$ cat config.mk
export PLATFORM = sky130hd
export DESIGN_NAME = eased_brightness_fader
export DESIGN_NICKNAME = d
export VERILOG_FILES = /design/src/hw/rtl/ebf_pkg.sv /design/src/hw/rtl/ebf_tick_engine.sv /design/src/hw/rtl/eased_brightness_fader.sv
export SDC_FILE = /design/constraint.sdc
export NUM_CORES = 2
export LEC_CHECK = 0
export BUFFER_PORTS_ARGS = -buffer_cell sky130_fd_sc_hd__buf_2
export CAP_MARGIN = 10
export CORE_MARGIN = 4
export CORE_UTILIZATION = 40
export DETAILED_ROUTE_END_ITERATION = 7
export GPL_TIMING_DRIVEN = 0
export PLACE_DENSITY = 0.58
export RECOVER_POWER = 100
export SETUP_SLACK_MARGIN = 0.5
export SLEW_MARGIN = 20
export SYNTH_ARGS = -nofsm -noshare
export SYNTH_HDL_FRONTEND = slang
export SYNTH_HIERARCHICAL = 1
export SYNTH_SLANG_ARGS = --single-unit
$ cat constraint.sdc
create_clock -name clk -period 9.51 [get_ports clk]
set_input_delay 0.4755 -clock clk [delete_from_list [all_inputs] [get_ports clk]]
set_output_delay 0.4755 -clock clk [all_outputs]
set_load 0.01 [all_outputs]
$ cat src/hw/rtl/ebf_pkg.sv
// Shared types, constants and the tick microprogram of the eased brightness fader.
// Used by ebf_tick_engine and eased_brightness_fader; no other dependencies.
`default_nettype none

package ebf_pkg;

  // Fraction bits of the fade position and easing arithmetic
  localparam int FRACTION_BITS = 16;
  // Signed datapath width: holds magnitudes below 4.0 in Q2.F
  localparam int DW = FRACTION_BITS + 3;
  // Multiplier operand magnitude width
  localparam int MW = DW - 1;
  localparam int CNT_W = $clog2(FRACTION_BITS);
  localparam int PC_W = 4;

  localparam logic [FRACTION_BITS:0] ONE_Q = {1'b1, {FRACTION_BITS{1'b0}}};
  localparam logic signed [DW:0] ONE_EXT = {{(DW - FRACTION_BITS){1'b0}}, ONE_Q};
  localparam logic signed [DW:0] LVL_MAX = (DW + 1)'(255);

  // Polynomial constants in Q2.30
  localparam longint Q30_C1 = 64'sd1073100875;
  localparam longint Q30_C2 = -64'sd532125746;
  localparam longint Q30_C3 = 64'sd39504766;
  localparam longint Q30_HALF_PI = 64'sd1686629717;

  // Round a Q2.30 constant to nearest in Q2.F, ties away from zero
  function automatic longint to_qf(input longint q30);
    longint mag;
    mag = (q30 < 0) ? -q30 : q30;
    mag = (mag + (64'sd1 <<< (29 - FRACTION_BITS))) >>> (30 - FRACTION_BITS);
    return (q30 < 0) ? -mag : mag;
  endfunction

  localparam logic signed [DW-1:0] C1_Q = DW'(to_qf(Q30_C1));
  localparam logic signed [DW-1:0] C2_Q = DW'(to_qf(Q30_C2));
  localparam logic signed [DW-1:0] C3_Q = DW'(to_qf(Q30_C3));
  localparam logic signed [DW-1:0] HALF_PI_Q = DW'(to_qf(Q30_HALF_PI));

  // percent*255+50 divided by 100 through a reciprocal
  localparam logic [15:0] RECIP_100 = 16'd41944;
  localparam int RECIP_SHIFT = 22;
  localparam logic [14:0] ROUND_HALF = 15'd50;

  localparam logic [16:0] ELAPSED_MAX = 17'h1FFFF;

  typedef enum logic {
    CMD_SET  = 1'b0,
    CMD_TICK = 1'b1
  } cmd_t;

  typedef enum logic [1:0] {
    REG_SLOW_FADE = 2'd0,
    REG_FAST_FADE = 2'd1,
    REG_TICK_PER  = 2'd2
  } reg_idx_t;

  typedef struct packed {
    cmd_t       command;
    logic [6:0] percent;
    logic       slow;
  } in_item_t;

  typedef struct packed {
    logic [7:0] level;
    logic       fade_done;
  } out_item_t;

  // Fade context handed to the engine for one tick
  typedef struct packed {
    logic [15:0] elapsed;
    logic [15:0] dur;
    logic [7:0]  start_lvl;
    logic [7:0]  target_lvl;
    logic        done;
    logic        dim;
  } job_t;

  typedef struct packed {
    logic       fin;
    logic [7:0] level;
  } eng_res_t;

  // Microcode fields
  typedef enum logic [2:0] {
    OP_NOP,
    OP_DIV_INIT,
    OP_DIV_STEP,
    OP_MUL,
    OP_ADD_INNER,
    OP_EASE,
    OP_FINISH
  } uop_t;

  typedef enum logic [1:0] {
    MA_U,
    MA_X,
    MA_X2,
    MA_DELTA
  } ma_sel_t;

  typedef enum logic [2:0] {
    MB_HALF_PI,
    MB_X,
    MB_C3,
    MB_SUM,
    MB_EASED
  } mb_sel_t;

  typedef enum logic [1:0] {
    DST_X,
    DST_X2,
    DST_Y
  } dst_t;

  typedef enum logic [1:0] {
    JC_NEXT,
    JC_DONE,
    JC_CNT,
    JC_END
  } jcond_t;

  typedef struct packed {
    uop_t             op;
    ma_sel_t          ma;
    mb_sel_t          mb;
    dst_t             dst;
    jcond_t           jc;
    logic [PC_W-1:0]  target;
  } uword_t;

  // Program addresses
  localparam logic [PC_W-1:0] UA_ENTRY    = PC_W'(0);
  localparam logic [PC_W-1:0] UA_DIV_STEP = PC_W'(1);
  localparam logic [PC_W-1:0] UA_POLY     = PC_W'(2);

  // Tick program: divide, scale by pi/2, square, cosine polynomial, ease, blend
  function automatic uword_t ucode(input logic [PC_W-1:0] pc);
    uword_t uw;
    case (pc)
      PC_W'(0): uw = '{OP_DIV_INIT,  MA_U,     MB_HALF_PI, DST_Y,  JC_DONE, UA_POLY};
      PC_W'(1): uw = '{OP_DIV_STEP,  MA_U,     MB_HALF_PI, DST_Y,  JC_CNT,  UA_DIV_STEP};
      PC_W'(2): uw = '{OP_MUL,       MA_U,     MB_HALF_PI, DST_X,  JC_NEXT, UA_ENTRY};
      PC_W'(3): uw = '{OP_MUL,       MA_X,     MB_X,       DST_X2, JC_NEXT, UA_ENTRY};
      PC_W'(4): uw = '{OP_MUL,       MA_X2,    MB_C3,      DST_Y,  JC_NEXT, UA_ENTRY};
      PC_W'(5): uw = '{OP_ADD_INNER, MA_U,     MB_HALF_PI, DST_Y,  JC_NEXT, UA_ENTRY};
      PC_W'(6): uw = '{OP_MUL,       MA_X2,    MB_SUM,     DST_Y,  JC_NEXT, UA_ENTRY};
      PC_W'(7): uw = '{OP_EASE,      MA_U,     MB_HALF_PI, DST_Y,  JC_NEXT, UA_ENTRY};
      PC_W'(8): uw = '{OP_MUL,       MA_DELTA, MB_EASED,   DST_Y,  JC_NEXT, UA_ENTRY};
      PC_W'(9): uw = '{OP_FINISH,    MA_U,     MB_HALF_PI, DST_Y,  JC_END,  UA_ENTRY};
      default:  uw = '{OP_NOP,       MA_U,     MB_HALF_PI, DST_Y,  JC_END,  UA_ENTRY};
    endcase
    return uw;
  endfunction

  // Magnitude of a signed datapath value
  function automatic logic [MW-1:0] mag_of(input logic signed [DW-1:0] v);
    logic [DW-1:0] m;
    m = v[DW-1] ? -v : v;
    return m[MW-1:0];
  endfunction

endpackage

`default_nettype wire

$ cat src/hw/rtl/ebf_tick_engine.sv
// Microcoded tick engine: step counter, control store from ebf_pkg, divider and
// a shared sign-magnitude multiplier. Depends on ebf_pkg.
`default_nettype none

module ebf_tick_engine
  import ebf_pkg::*;
(
  input  wire logic     clk,
  input  wire logic     rst_n,
  input  wire logic     start,
  input  wire job_t     job,
  input  wire logic     out_free,
  output logic          busy,
  output eng_res_t      res
);

  logic [PC_W-1:0]          pc_r, pc_nxt;
  logic                     busy_r, busy_nxt;
  logic [CNT_W-1:0]         cnt_r, cnt_nxt;
  logic [15:0]              rem_r, rem_nxt;
  logic [FRACTION_BITS:0]   quo_r, quo_nxt;
  logic signed [DW-1:0]     x_r, x_nxt;
  logic signed [DW-1:0]     x2_r, x2_nxt;
  logic signed [DW-1:0]     y_r, y_nxt;
  logic signed [DW-1:0]     s_r, s_nxt;
  logic [FRACTION_BITS:0]   e_r, e_nxt;

  uword_t                   uw;
  logic                     hold;
  logic [FRACTION_BITS:0]   u_val;
  logic signed [8:0]        delta;
  logic signed [DW-1:0]     op_a, op_b;
  logic [2*MW-1:0]          prod;
  logic [MW-1:0]            prod_trunc;
  logic signed [DW-1:0]     mul_res;
  logic [16:0]              rem_dbl;
  logic                     rem_ge;
  logic signed [DW:0]       cos_s, ease_s, lvl_s;
  logic [7:0]               lvl;

  assign uw   = ucode(pc_r);
  assign hold = (uw.op == OP_FINISH) && !out_free;

  // Operand selection
  always_comb begin
    u_val = job.dim ? quo_r : (ONE_Q - quo_r);
    delta = $signed({1'b0, job.target_lvl}) - $signed({1'b0, job.start_lvl});
    case (uw.ma)
      MA_U:     op_a = $signed({{(DW - FRACTION_BITS - 1){1'b0}}, u_val});
      MA_X:     op_a = x_r;
      MA_X2:    op_a = x2_r;
      MA_DELTA: op_a = $signed({{(DW - 9){delta[8]}}, delta});
      default:  op_a = x_r;
    endcase
    case (uw.mb)
      MB_HALF_PI: op_b = HALF_PI_Q;
      MB_X:       op_b = x_r;
      MB_C3:      op_b = C3_Q;
      MB_SUM:     op_b = s_r;
      MB_EASED:   op_b = $signed({{(DW - FRACTION_BITS - 1){1'b0}}, e_r});
      default:    op_b = HALF_PI_Q;
    endcase
  end

  // Product scaled by 2^-F, truncated toward zero
  always_comb begin
    prod       = mag_of(op_a) * mag_of(op_b);
    prod_trunc = prod[FRACTION_BITS +: MW];
    mul_res    = (op_a[DW-1] ^ op_b[DW-1]) ? -$signed({1'b0, prod_trunc})
                                           : $signed({1'b0, prod_trunc});
  end

  // Restoring divider step
  always_comb begin
    rem_dbl = {rem_r, 1'b0};
    rem_ge  = rem_dbl >= {1'b0, job.dur};
  end

  // Easing: dim uses 1-cos, brighten uses cos; clamp to [0, 1]. Blended level clamps to [0, 255]
  always_comb begin
    cos_s  = $signed({C1_Q[DW-1], C1_Q}) + $signed({y_r[DW-1], y_r});
    ease_s = job.dim ? (ONE_EXT - cos_s) : cos_s;
    lvl_s  = $signed({{(DW - 7){1'b0}}, job.start_lvl}) + $signed({y_r[DW-1], y_r});
    if (lvl_s[DW]) begin
      lvl = 8'd0;
    end else if (lvl_s > LVL_MAX) begin
      lvl = 8'hFF;
    end else begin
      lvl = lvl_s[7:0];
    end
  end

  // Datapath register updates
  always_comb begin
    cnt_nxt = cnt_r;
    rem_nxt = rem_r;
    quo_nxt = quo_r;
    x_nxt   = x_r;
    x2_nxt  = x2_r;
    y_nxt   = y_r;
    s_nxt   = s_r;
    e_nxt   = e_r;
    if (busy_r) begin
      case (uw.op)
        OP_DIV_INIT: begin
          rem_nxt = job.elapsed;
          quo_nxt = job.done ? ONE_Q : '0;
          cnt_nxt = CNT_W'(FRACTION_BITS - 1);
        end
        OP_DIV_STEP: begin
          rem_nxt = rem_ge ? 16'(rem_dbl - {1'b0, job.dur}) : rem_dbl[15:0];
          quo_nxt = {quo_r[FRACTION_BITS-1:0], rem_ge};
          cnt_nxt = cnt_r - CNT_W'(1);
        end
        OP_MUL: begin
          case (uw.dst)
            DST_X:   x_nxt  = mul_res;
            DST_X2:  x2_nxt = mul_res;
            DST_Y:   y_nxt  = mul_res;
            default: y_nxt  = mul_res;
          endcase
        end
        OP_ADD_INNER: begin
          s_nxt = C2_Q + y_r;
        end
        OP_EASE: begin
          if (ease_s[DW]) begin
            e_nxt = '0;
          end else if (ease_s > ONE_EXT) begin
            e_nxt = ONE_Q;
          end else begin
            e_nxt = ease_s[FRACTION_BITS:0];
          end
        end
        default: begin
        end
      endcase
    end
  end

  // Sequencer: step counter and conditional jumps
  always_comb begin
    pc_nxt   = pc_r;
    busy_nxt = busy_r;
    if (!busy_r) begin
      if (start) begin
        pc_nxt   = UA_ENTRY;
        busy_nxt = 1'b1;
      end
    end else if (!hold) begin
      case (uw.jc)
        JC_NEXT: pc_nxt = pc_r + PC_W'(1);
        JC_DONE: pc_nxt = job.done ? uw.target : pc_r + PC_W'(1);
        JC_CNT:  pc_nxt = (cnt_r != '0) ? uw.target : pc_r + PC_W'(1);
        JC_END: begin
          pc_nxt   = UA_ENTRY;
          busy_nxt = 1'b0;
        end
        default: pc_nxt = UA_ENTRY;
      endcase
    end
  end

  always_ff @(posedge clk) begin
    if (!rst_n) begin
      pc_r   <= UA_ENTRY;
      busy_r <= 1'b0;
    end else begin
      pc_r   <= pc_nxt;
      busy_r <= busy_nxt;
    end
    cnt_r <= cnt_nxt;
    rem_r <= rem_nxt;
    quo_r <= quo_nxt;
    x_r   <= x_nxt;
    x2_r  <= x2_nxt;
    y_r   <= y_nxt;
    s_r   <= s_nxt;
    e_r   <= e_nxt;
  end

  assign busy      = busy_r;
  assign res.fin   = busy_r && (uw.op == OP_FINISH) && out_free;
  assign res.level = lvl;

endmodule

`default_nettype wire

$ cat src/hw/rtl/eased_brightness_fader.sv
// Eased brightness fader top level: command decode, fade state, config registers
// and result register. Depends on ebf_pkg and ebf_tick_engine.
//
// Usage:
//   in_*  : one beat per command. A set beat (command 0) converts percent to a level,
//           cancels any running fade and arms a new one if the level changes; it gives
//           no result. A tick beat (command 1) advances a running fade and gives one
//           result beat; a tick with no fade running is dropped.
//   out_* : level and fade_done of each tick. The result sits in an output register, so
//           the next command is taken while a result still waits.
//   cfg_* : register writes, always ready; index 0 slow duration, 1 fast duration,
//           2 tick period. Other indexes are ignored.
// Ticks: a tick beat registers a start strobe that launches the microcoded engine; the
//   engine runs the divider, one quotient bit per cycle, then the cosine polynomial, ease
//   and blend steps. The final tick of a fade skips the divider. The result goes to the
//   output register when the engine finishes; in_stall stays high until then, so a new
//   tick is not taken while the engine still works on the last one.
// Reset: synchronous; clears the fade state and loads the default durations and tick period.
// Stall: while out_stall holds a result, a finished tick waits in the engine's last step.
`default_nettype none

module eased_brightness_fader
  import ebf_pkg::*;
(
  input  wire logic        clk,
  input  wire logic        rst_n,
  input  wire logic        in_valid,
  output logic             in_stall,
  input  wire in_item_t    in_data,
  output logic             out_valid,
  input  wire logic        out_stall,
  output out_item_t        out_data,
  input  wire logic        cfg_valid,
  output logic             cfg_ready,
  input  wire logic [1:0]  cfg_index,
  input  wire logic [15:0] cfg_data
);

  logic [15:0]  slow_ms_r, slow_ms_nxt;
  logic [15:0]  fast_ms_r, fast_ms_nxt;
  logic [7:0]   tick_ms_r, tick_ms_nxt;
  logic [7:0]   cur_lvl_r, cur_lvl_nxt;
  logic [7:0]   start_lvl_r, start_lvl_nxt;
  logic [7:0]   tgt_lvl_r, tgt_lvl_nxt;
  logic [16:0]  elapsed_r, elapsed_nxt;
  logic [15:0]  dur_r, dur_nxt;
  logic         fading_r, fading_nxt;
  logic         done_r, done_nxt;
  logic         dim_r, dim_nxt;
  logic         start_r, start_nxt;
  logic         out_valid_r, out_valid_nxt;
  out_item_t    out_data_r, out_data_nxt;

  logic         in_acc;
  logic         busy;
  logic         out_free;
  logic [14:0]  pct_scaled;
  logic [30:0]  pct_prod;
  logic [8:0]   pct_lvl;
  logic [7:0]   set_lvl;
  logic [17:0]  elapsed_sum;
  logic [16:0]  elapsed_sat;
  job_t         job;
  eng_res_t     res;

  assign in_acc   = in_valid && !in_stall;
  assign in_stall = busy || start_r;
  assign out_free = !out_valid_r || !out_stall;

  assign job.elapsed    = elapsed_r[15:0];
  assign job.dur        = dur_r;
  assign job.start_lvl  = start_lvl_r;
  assign job.target_lvl = tgt_lvl_r;
  assign job.done       = done_r;
  assign job.dim        = dim_r;

  ebf_tick_engine u_engine (
    .clk      (clk),
    .rst_n    (rst_n),
    .start    (start_r),
    .job      (job),
    .out_free (out_free),
    .busy     (busy),
    .res      (res)
  );

  // Percent to level, round to nearest, saturate at 255; elapsed time plus tick period, saturated
  always_comb begin
    pct_scaled = ({in_data.percent, 8'd0} - {8'd0, in_data.percent}) + ROUND_HALF;
    pct_prod   = {16'd0, pct_scaled} * {15'd0, RECIP_100};
    pct_lvl    = pct_prod[RECIP_SHIFT +: 9];
    set_lvl    = pct_lvl[8] ? 8'hFF : pct_lvl[7:0];
    elapsed_sum = {1'b0, elapsed_r} + {10'd0, tick_ms_r};
    elapsed_sat = elapsed_sum[17] ? ELAPSED_MAX : elapsed_sum[16:0];
  end

  // Configuration writes
  always_comb begin
    slow_ms_nxt = slow_ms_r;
    fast_ms_nxt = fast_ms_r;
    tick_ms_nxt = tick_ms_r;
    if (cfg_valid && cfg_ready) begin
      case (cfg_index)
        REG_SLOW_FADE: slow_ms_nxt = cfg_data;
        REG_FAST_FADE: fast_ms_nxt = cfg_data;
        REG_TICK_PER:  tick_ms_nxt = cfg_data[7:0];
        default: begin
        end
      endcase
    end
  end

  // Fade state and result register
  always_comb begin
    cur_lvl_nxt   = cur_lvl_r;
    start_lvl_nxt = start_lvl_r;
    tgt_lvl_nxt   = tgt_lvl_r;
    elapsed_nxt   = elapsed_r;
    dur_nxt       = dur_r;
    fading_nxt    = fading_r;
    done_nxt      = done_r;
    dim_nxt       = dim_r;
    start_nxt     = 1'b0;
    out_valid_nxt = out_valid_r && out_stall;
    out_data_nxt  = out_data_r;

    if (in_acc) begin
      case (in_data.command)
        CMD_SET: begin
          fading_nxt = 1'b0;
          if (set_lvl != cur_lvl_r) begin
            start_lvl_nxt = cur_lvl_r;
            tgt_lvl_nxt   = set_lvl;
            elapsed_nxt   = '0;
            dur_nxt       = in_data.slow ? slow_ms_r : fast_ms_r;
            fading_nxt    = 1'b1;
          end
        end
        CMD_TICK: begin
          if (fading_r) begin
            elapsed_nxt = elapsed_sat;
            done_nxt    = elapsed_sat >= {1'b0, dur_r};
            dim_nxt     = tgt_lvl_r < start_lvl_r;
            start_nxt   = 1'b1;
          end
        end
        default: begin
        end
      endcase
    end

    if (res.fin) begin
      cur_lvl_nxt            = res.level;
      out_valid_nxt          = 1'b1;
      out_data_nxt.level     = res.level;
      out_data_nxt.fade_done = done_r;
      if (done_r) begin
        fading_nxt = 1'b0;
      end
    end
  end

  always_ff @(posedge clk) begin
    if (!rst_n) begin
      slow_ms_r   <= 16'd10000;
      fast_ms_r   <= 16'd250;
      tick_ms_r   <= 8'd10;
      cur_lvl_r   <= '0;
      start_lvl_r <= '0;
      tgt_lvl_r   <= '0;
      elapsed_r   <= '0;
      dur_r       <= '0;
      fading_r    <= 1'b0;
      done_r      <= 1'b0;
      dim_r       <= 1'b0;
      start_r     <= 1'b0;
      out_valid_r <= 1'b0;
    end else begin
      slow_ms_r   <= slow_ms_nxt;
      fast_ms_r   <= fast_ms_nxt;
      tick_ms_r   <= tick_ms_nxt;
      cur_lvl_r   <= cur_lvl_nxt;
      start_lvl_r <= start_lvl_nxt;
      tgt_lvl_r   <= tgt_lvl_nxt;
      elapsed_r   <= elapsed_nxt;
      dur_r       <= dur_nxt;
      fading_r    <= fading_nxt;
      done_r      <= done_nxt;
      dim_r       <= dim_nxt;
      start_r     <= start_nxt;
      out_valid_r <= out_valid_nxt;
    end
    out_data_r <= out_data_nxt;
  end

  assign cfg_ready = 1'b1;
  assign out_valid = out_valid_r;
  assign out_data  = out_data_r;

endmodule

`default_nettype wire
==> key figures <==
Outcome
  • Run status: complete, but fails checks
  • Failing checks: max-capacitance violations, max-slew violations, negative setup slack

Logic synthesis
  • Post-synthesis cell area: 0.0306 sq mm
  • Syn Nets: 4,086
  • Mapped Avg Cell Area: 8.85 sq um
  • Post-synth top flop: edfxtp_1
  • Sequential area share after synthesis: a little over a fifth
  • Synth Warn #: 6
  • Async set or reset register ratio after synthesis: 0%
  • Yosys reg bits: between 200 and 300
  • Mapped Cells: roughly 3,500
  • Synth cell types: between 100 and 150
  • Number of flops mapped to enable cells by yosys: between 100 and 150

Global route
  • Gr ovfl total: 0
  • Vias in the first global route: about 25,000
  • Antenna violations before repair: 2
  • First-pass GRT wire length: 139 mm
  • Largest net degree at the start of global routing: 16
  • All-layer global routing usage: a little over a fifth

Detailed routing
  • DR vias/cell: about 5.3
  • DRC errors left: 0
  • ANT nets after route: 0
  • Final WL: 89.7 mm
  • Pre-Repair DR Iteration Count: 7
  • Iteration-0 DRC Markers: 1,953
  • DR WL/cell: 19.2 um
  • Vias: roughly 25,000

Flow run
  • Max-Cap Viols: 1

Timing
  • Final Skew: between 30 and 40 ps
  • Slew Limit Fails: 9
  • Setup slack after layout: -357 ps
  • Endpoints failing setup: 24
  • Fmax: 101 MHz
  • Hold Fails Final Rpt: 0
  • Min cycle time layout: just under 10,000 ps
  • RSZ-0062 raised after global routing: yes
  • Max-slew headroom: -3.39%
  • Worst Tran Pin Value: ~1500 ps
  • Final period util: 104%

Cells and area
  • Share of layout cells above drive strength 1: 15.3%
  • Nets: ~4,300
  • Register area: approximately 0.0066 sq mm
  • Layout Cell Area excl Fill: around 0.036 sq mm
  • Synthesis-to-layout area growth: 18.2%
  • Fillers: roughly 7,200
  • Commonest cells after routing, fill and taps aside: inv_1 (555), nor2_1 (328), fa_1 (318)
  • Most common cell after layout, fill and taps aside: inv_1
  • Final Util: between 40 and 50%
  • Multi-input logic area: roughly 0.023 sq mm

Die
  • Core footprint: 0.0758 sq mm
  • Die Wd: between 200 and 300 um
  • # IOs: 44
  • Site Rows: roughly 100
  • Die Y: around 280 um
  • Die area: between 0.08 and 0.09 sq mm
  • Starting Density: roughly two fifths

Min path
  • Hold WC Path Type: input pin to register
  • Hold Path Sink: slow_ms_r[10]
  • Worst hold start: cfg_data[10]
  • Worst Hold Depth: 3

Setup path
  • Reg2Reg Capture Point: u_engine/x_r[17]
  • Slowest library cell on the worst path: or4_4
  • Setup slack, reg-to-reg: -360 ps
  • FF-to-FF path depth: 39
  • CP max stage delay: 570 ps
  • Crit Path Category: register to register
  • Critical Path Start Type: register
  • CP Capture Type: register
  • WP data arrival: ~10,000 ps
  • Critical path's most frequent cell: fa_1
  • RR Startpoint: tgt_lvl_r[0]
  • Req. time, crit path: around 9800 ps
  • CP max FO: 6

Clock tree
  • CTS Buffer Depth: 3
  • CTS Buf Count: 27
  • Level count of the clock H-tree: 1
  • Root buf cell: clkbuf_16
  • Clk sink count: 260
  • Clock latency on the worst-skew pair: between 500 and 600 ps
  • CTS Hold Bufs: 0
  • Clock-pin transition on the worst setup and hold timing paths: about 70 ps
  • TritonCTS clock tree: yes

Power
  • Total power: between 0.006 and 0.007 W
  • Static leakage: 15.9 nW
  • VDD IR-drop max: around 0.25 mV
  • Power Density: ~180 mW/mm^2

Placement
  • Detailed placement HPWL: approximately 69 mm
  • GP Congestion: between 0.8 and 0.9
  • Port Buf Inserts: 38
  • Dpl cell area: between 0.03 and 0.04 sq mm
  • Pre-CTS setup slack: -1940 ps
## metal layers
| layer | wire [um] | up-vias | GRT usage [%] |
|---|---|---|---|
| li1 | - | 11900 | - |
| met1 | 41100 | 12400 | 30.5 |
| met2 | 41300 | 693 | 34.7 |
| met3 | 5260 | 110 | 3.02 |
| met4 | 2040 | 2 | 5.38 |
| met5 | 13 | - | 0 |
## worst max-delay path by stage
stage	start	end	slack, ps	depth (start not counted)
floorplan	tgt_lvl_r[0]	u_engine/x2_r[11]	420	37
global placement	u_engine/uw[8]	u_engine/y_r[11]	-2270	34
detailed placement	u_engine/uw[8]	u_engine/y_r[11]	-1940	34
CTS	tgt_lvl_r[0]	u_engine/x2_r[11]	-160	38
global route	tgt_lvl_r[0]	u_engine/x2_r[17]	-630	39
finish	tgt_lvl_r[0]	u_engine/x_r[17]	-360	39
## area by class of cell
| class | instances | area share, % |
|---|---|---|
| Multi-Input combinational cell | 2488 | 63.7 |
| Sequential cell | 260 | 18.3 |
| Inverter | 573 | 5.97 |
| Timing Repair Buffer | 193 | 4.02 |
| Tap cell | 978 | 3.39 |
| Buffer | 136 | 2.18 |
| Clock buffer | 31 | 1.94 |
| Clock inverter | 19 | 0.536 |
| Antenna cell | 1 | 0.00692 |
## sequential cells by signal, summed over array words and instances (netlist names), 4 cells and up
name / cells
u_engine/cnt_r: 4
elapsed_r: 17
dur_r: 16
u_engine/x2_r: 19
tick_ms_r: 8
slow_ms_r: 16
u_engine/y_r: 19
u_engine/rem_r: 16
u_engine/uw: 14
u_engine/s_r: 19
fast_ms_r: 16
start_lvl_r: 8
out_data: 9
u_engine/pc_r: 4
u_engine/e_r: 17
u_engine/quo_r: 17
cur_lvl_r: 8
tgt_lvl_r: 8
u_engine/x_r: 19
## repair_timing
action	CTS	global route
buffers inserted	74	67
gates resized for setup	229	149
pin swaps	64	79
gates cloned	0	0
endpoints found under the setup margin	57	54
## per-stage QoR
stage	TNS, ps	hold slack, ps	instances
finish	-4500	122	4679
global route	-12100	131	4679
CTS	-1470	102	4611
detailed placement	-61780	446	4487
global placement	-76650	443	4473
floorplan	0	436	3457
## logic make-up after synthesis
kind of cell	synth area share [%]
AO/OA/AOI/OAI	12.6
other	0.0123
flip-flops	21.6
adder cells (fa/ha/maj)	32.4
buffers and inverters	8.96
AND/OR/NAND/NOR	16.9
multiplexers	2.35
XOR/XNOR	5.30
## power breakdown
part           internal (W)  switching [W]  total, W  leakage (nW)
Combinational       0.00180        0.00247   0.00427          13.2
Sequential          0.00126      0.0000290   0.00129          2.24
Clock              0.000596       0.000489   0.00108         0.442
Total               0.00365        0.00299   0.00665          15.9
## synthesized netlist by cell type, drive strengths merged (65+ instances only)
library cell / instances / area (sq um)
a21oi: 158 / 798
clkbuf: 98 / 368
dfxtp: 121 / 2420
edfxtp: 139 / 4170
fa: 324 / 6490
ha: 273 / 3420
inv: 571 / 2140
mux2i: 65 / 651
nand2: 301 / 1130
nand3: 68 / 345
nor2: 348 / 1310
o21ai: 112 / 561
xnor2: 123 / 1080
## critical path: cells and delay by family (launching register included)
family | cells | cell delay [ps]
and+or+nand+nor | 11 | 2760
adders and majority gates | 9 | 3860
AOI/OAI and AO/OA | 7 | 1180
buffers and inverters | 9 | 760
DFF | 1 | 330
muxes | 1 | 260
xor gates and xnor gates | 2 | 370
No activity file was read; power rests on OpenSTA's default activity.
